[src/rtl/mwsm_pkg.sv]
`timescale 1ns / 1ps
// -----------------------------------------------------------------------------
// mwsm_pkg
// Shared constants and tables for the mecanum wheel speed mixer.
// -----------------------------------------------------------------------------
package mwsm_pkg;

   localparam int CordicSteps     = 16;
   localparam int AngleBitsDefault = 16;
   localparam int GainQ16         = 39797;
   localparam int XyWidth         = 34;    // Q.16 command after CORDIC growth
   localparam int ZWidth          = 33;    // 2^32 units per turn, signed
   localparam int WheelWidth      = 33;    // wheel term at Q.16
   localparam int SumWidth        = 35;
   localparam int NumWidth        = 50;    // 4*base_speed times wheel term
   localparam int QuotWidth       = 16;
   localparam logic [34:0] OneQ28 = 35'd268435456;
   localparam logic [12:0] BaseSpeedReset = 13'd4000;
   localparam logic [0:0]  RegBaseSpeed = 1'b0;

   function automatic logic [ZWidth-1:0] atan_lookup(input int idx);
      logic [ZWidth-1:0] val;
      case (idx)
         0:  val = 33'd536870912;
         1:  val = 33'd316933406;
         2:  val = 33'd167458907;
         3:  val = 33'd85004756;
         4:  val = 33'd42667331;
         5:  val = 33'd21354465;
         6:  val = 33'd10679838;
         7:  val = 33'd5340245;
         8:  val = 33'd2670163;
         9:  val = 33'd1335087;
         10: val = 33'd667544;
         11: val = 33'd333772;
         12: val = 33'd166886;
         13: val = 33'd83443;
         14: val = 33'd41722;
         15: val = 33'd20861;
         default: val = '0;
      endcase
      return val;
   endfunction

endpackage

[src/rtl/mwsm_divider.sv]
`timescale 1ns / 1ps
// -----------------------------------------------------------------------------
// mwsm_divider
// Pipelined restoring divider: one quotient bit per stage, one item per cycle.
// Signed dividend, positive divisor, quotient truncated toward zero.
// -----------------------------------------------------------------------------
module mwsm_divider
   import mwsm_pkg::*;
(
   input  logic                       clock,
   input  logic                       reset,
   input  logic                       in_valid,
   input  logic signed [NumWidth-1:0] in_num,
   input  logic [SumWidth-1:0]        in_den,
   input  logic                       in_zero,
   output logic                       out_valid,
   output logic signed [QuotWidth-1:0] out_quot
);
   // |quotient| <= 4*8191 < 2^15, so 15 bits of magnitude are produced.
   localparam int QBits = QuotWidth - 1;
   localparam int RemWidth = SumWidth + 1;

   logic                 vld_ff   [QBits+1];
   logic [RemWidth-1:0]  rem_ff   [QBits+1];
   logic [NumWidth-1:0]  mag_ff   [QBits+1];
   logic [SumWidth-1:0]  den_ff   [QBits+1];
   logic [QBits-1:0]     quo_ff   [QBits+1];
   logic                 neg_ff   [QBits+1];
   logic                 zero_ff  [QBits+1];

   logic [NumWidth-1:0] mag_in;
   assign mag_in = in_num[NumWidth-1] ? NumWidth'(-in_num) : in_num;

   always_ff @(posedge clock) begin
      if (reset) begin
         vld_ff[0] <= 1'b0;
      end else begin
         vld_ff[0] <= in_valid;
      end
      // Quotient fits QBits, so |num| >> QBits is already below the divisor.
      rem_ff[0]  <= RemWidth'(mag_in >> QBits);
      mag_ff[0]  <= mag_in;
      den_ff[0]  <= in_den;
      quo_ff[0]  <= '0;
      neg_ff[0]  <= in_num[NumWidth-1];
      zero_ff[0] <= in_zero;
   end

   for (genvar s = 0; s < QBits; s++) begin : g_stage
      logic [RemWidth-1:0] trial_in;
      logic [RemWidth-1:0] diff_in;
      logic                take_in;
      logic [QBits-1:0]    quo_in;
      always_comb begin
         // Bring down the remaining low bits, starting at bit QBits-1.
         trial_in = (rem_ff[s] << 1) | RemWidth'(mag_ff[s][QBits-1-s]);
         diff_in  = trial_in - RemWidth'(den_ff[s]);
         take_in  = trial_in >= RemWidth'(den_ff[s]);
         quo_in   = {quo_ff[s][QBits-2:0], take_in};
      end
      always_ff @(posedge clock) begin
         if (reset) begin
            vld_ff[s+1] <= 1'b0;
         end else begin
            vld_ff[s+1] <= vld_ff[s];
         end
         rem_ff[s+1]  <= take_in ? diff_in : trial_in;
         mag_ff[s+1]  <= mag_ff[s];
         den_ff[s+1]  <= den_ff[s];
         quo_ff[s+1]  <= quo_in;
         neg_ff[s+1]  <= neg_ff[s];
         zero_ff[s+1] <= zero_ff[s];
      end
   end

   logic [QuotWidth-1:0] q_ext;
   assign q_ext = {1'b0, quo_ff[QBits]};
   assign out_valid = vld_ff[QBits];
   assign out_quot  = zero_ff[QBits] ? '0
                    : (neg_ff[QBits] ? QuotWidth'(-q_ext) : q_ext);

endmodule

[config.mk]
export PLATFORM = sky130hd
export DESIGN_NAME = mwsm_divider
export DESIGN_NICKNAME = d
export VERILOG_FILES = /design/src/rtl/mwsm_pkg.sv /design/src/rtl/mwsm_divider.sv
export SDC_FILE = /design/constraint.sdc
export NUM_CORES = 2
export LEC_CHECK = 0
export BUFFER_PORTS_ARGS = -buffer_cell sky130_fd_sc_hd__clkbuf_2
export CAP_MARGIN = 5
export CORE_MARGIN = 2
export CORE_UTILIZATION = 50
export DETAILED_ROUTE_END_ITERATION = 8
export PLACE_DENSITY = 0.7
export SYNTH_ARGS = -nofsm -noshare
export SYNTH_HDL_FRONTEND = slang
export SYNTH_SLANG_ARGS = --single-unit
[constraint.sdc]
create_clock -name clock -period 6.4 [get_ports clock]
set_input_delay 1.28 -clock clock [delete_from_list [all_inputs] [get_ports clock]]
set_output_delay 1.28 -clock clock [all_outputs]
set_load 0.02 [all_outputs]
==> metrics <==
hold depth=0; Detailed Route WL=140 mm; cells taking the most area after synthesis=dfxtp_1, ha_1, xnor2_1, inv_1, o21ai_0; P&R area growth vs syn=11.6%; largest family of logic cells by synthesized area=compound AO/OA/AOI/OAI gates; Starting Density=50.4%; synthesis-stage register bit count=approximately 1300; row count=128; WS Path Type=reg -> reg; DP Cell Count=8138; syn_area_per_cell=~9.4 µm²; Pint=24.2 mW; Remaining DRCs=0; outcome=finished clean; switching part of the total=38.1%; most common cell after layout, fill and taps aside=dfxtp_1; Post-CTS Resized=0; FILL cells=between 10000 and 15000; vias in the first global route=45400; Core Box Area=between 100000 and 150000 µm²; Post-CTS Hold Buffers=0; simple-gate portion of the synthesized area=11.1%; post-route setup slack=roughly 1.9 ns; leading area contributor after synthesis=dfxtp_1; Clock Path Buffers=3; CP Max Fanout=26; first-pass GRT wire length=225 mm; Slew headroom=around 20%; Post-Layout Cell Count=8395; Leak=31.6 nW; fmax=224 MHz; reg2reg end=rem_ff[0][255]; area share of the largest cell type after synthesis=a little over two fifths; Routed Antenna Nets=0; Clock Root Buffer=clkbuf_16; clock insertion delay at the later pin of the skew report=0.78 ns; Slew Limit Fails=0; maximum number of pins on one net before global-route repair=71; I/O pins=106; Final nets=7285; Die Y=~350 µm; Hold EP=mag_ff[0][150]; Syn Nets=just over 7000; worst-margin pin slew=1.19 ns; initial antenna violation count=0; Worst-path clk slew=0.06 ns; Worst R2R Setup Slack=1.94 ns; Power, Total=39.2 mW; Critical Path AT=5.11 ns; layout cells sized above 1=9.38%; grt ovf=0; commonest cells after routing, fill and taps aside=dfxtp_1, inv_1, ha_1; IO buf count=105; WHS=roughly 0.31 ns; Final Hold Vio Count=0; post-synthesis sequential area ratio=43.7%; setup violators final=0; crit share post-route=69.7%; HPWL Detailed=109 mm; Cells after Synth=6553; Sum Neg Setup Slack=0 ns; DR iter-0 viols=2449; Placer Congestion=~0.93; fin crit period=4.46 ns; antenna fix cells=0; Hold Crit Class=reg -> reg; adder-cell share of the synthesized area=11.2%; Via-to-Cell Ratio=about 5.4; Post-synth top flop=dfxtp_1; Non-Filler Cell Area, Final=68400 µm²; CTS tree=yes; Distinct cells, synth=100; Pwr per Cell Area=573 nW/µm²; final core occ=56.2%; Synth Warn #=0; Post-Place Setup Slack=1.97 ns; XOR/XNOR share of the synthesized area=6.70%; Chip Width=between 300 and 400 µm; Peak supply drop=around 0.34 mV; Post-synth EDFFs=0; synthesized area=around 60000 µm²; setup bufs post-CTS=0; all-layer global routing usage=22.0%; mux cell area share after synthesis=4.21%; Flop pwr share=between 30% and 40%; RSZ-0062 raised after global routing=no; # Max-Cap Violations=0; DR pass1 iterations=5; Post-synth ARST share=0%; hold path startpoint=mag_ff[0][100]; switching power=between 10 and 15 mW; Final Skew=0.0256 ns; routed len/inst=around 17 µm; Critical R2R Launch=mag_ff[0][308]; vias after detailed routing=45100; clock share of power=roughly 22%; CP Launch Type=flip-flop; Synth Area in Compound Gates=17.8%; H-tree depth=4; Worst R2R Path Depth=14; Inserted Clock Buffers=140; CTS sink count=between 1000 and 1500; placed cell area=63400 µm²; data required time of the worst path=~7 ns; Worst setup EP type=flip-flop; Comb pwr share=46.9%; Die ar.=125000 µm²
==> cell families after synthesis <==
group                    count (synthesis)
adder cells (fa/ha/maj)                541
XOR/XNOR                               469
AO/OA/AOI/OAI                         1727
AND/OR/NAND/NOR                       1425
buffers and inverters                  821
flip-flops                            1338
multiplexers                           232
==> state kept, by name, indices dropped and copies added, names as in the netlist <==
| register | flops |
|---|---|
| quo_ff | 120 |
| neg_ff | 16 |
| zero_ff | 16 |
| mag_ff | 155 |
| den_ff | 525 |
| rem_ff | 490 |
| vld_ff | 16 |
==> power by group through the flow <==
| stage | clock network, mW | logic [mW] | registers [mW] |
|---|---|---|---|
| CTS | 8.88 | 18.3 | 12.1 |
| detailed placement | 0 | 18.1 | 12.3 |
| floorplan | 0 | 14.7 | 11.7 |
| finish | 8.66 | 18.4 | 12.1 |
| global placement | 0 | 17.9 | 12.3 |
| global route | 9.20 | 20.5 | 12.3 |
==> how the worst max path moves through the flow <==
stage                    from        endpoint  slack (ns)
2_1_floorplan      in_num[15]   mag_ff[0][46]        2.66
3_3_place_gp   mag_ff[0][308]  rem_ff[0][254]        2.04
3_5_place_dp   mag_ff[0][308]  rem_ff[0][255]        1.97
4_1_cts        mag_ff[0][308]  rem_ff[0][255]        1.93
5_1_grt        mag_ff[0][259]  rem_ff[0][220]        1.66
6_report       mag_ff[0][308]  rem_ff[0][255]        1.94
==> worst max-delay path, stage by stage, from the launching register on <==
cell	delay, ns
dfxtp_1	0.30
inv_1	0.06
ha_1	0.24
fa_1	0.42
nand2b_1	0.18
a211o_2	0.34
a21oi_4	0.17
a2111o_1	0.21
a41oi_2	0.21
o31a_4	0.36
o31ai_4	0.31
a21oi_2	0.12
o21ai_4	0.70
buf_4	0.33
mux2_2	0.36
==> Yosys cell counts, types with 14 or more instances <==
master,instances
nand4_1,87
a21oi_1,453
nor3_1,66
fa_1,14
nor2b_1,86
and3_1,55
clkbuf_1,124
o31a_1,19
or2_2,21
ha_1,527
nand2b_1,61
mux2i_1,23
xor2_1,176
buf_2,19
mux2_2,200
o21ai_0,468
o21a_1,65
dfxtp_1,1338
inv_1,659
a211oi_1,39
or3_1,24
o31ai_1,59
nor4_1,24
o21bai_1,59
o211ai_1,20
xnor2_1,293
a21boi_0,17
nand3_1,94
or4_1,18
nand2_1,513
a41oi_1,15
a31oi_1,61
nor2_1,303
a21o_1,289
and2_1,18
==> metal layers <==
metal,global-route usage [%],vias up,share of wire [%]
li1,-,22900,-
met1,23.1,20800,40
met2,41.9,928,52
met3,2.80,384,3.0
met4,12.5,0,5.6
met5,0,-,0
==> final cells by class <==
cell class                 instances  area (µm²)  area share (%)
clock buffer                     184        3900            5.70
clock inverter                    73        1150            1.68
inverter                         660        2480            3.62
multi-input combinational       4394       31400            45.9
sequential                      1338       26800            39.2
tap                             1625        2030            2.97
timing repair buffer             121         658           0.962
Note: power is estimated with default switching activity, not from simulation.
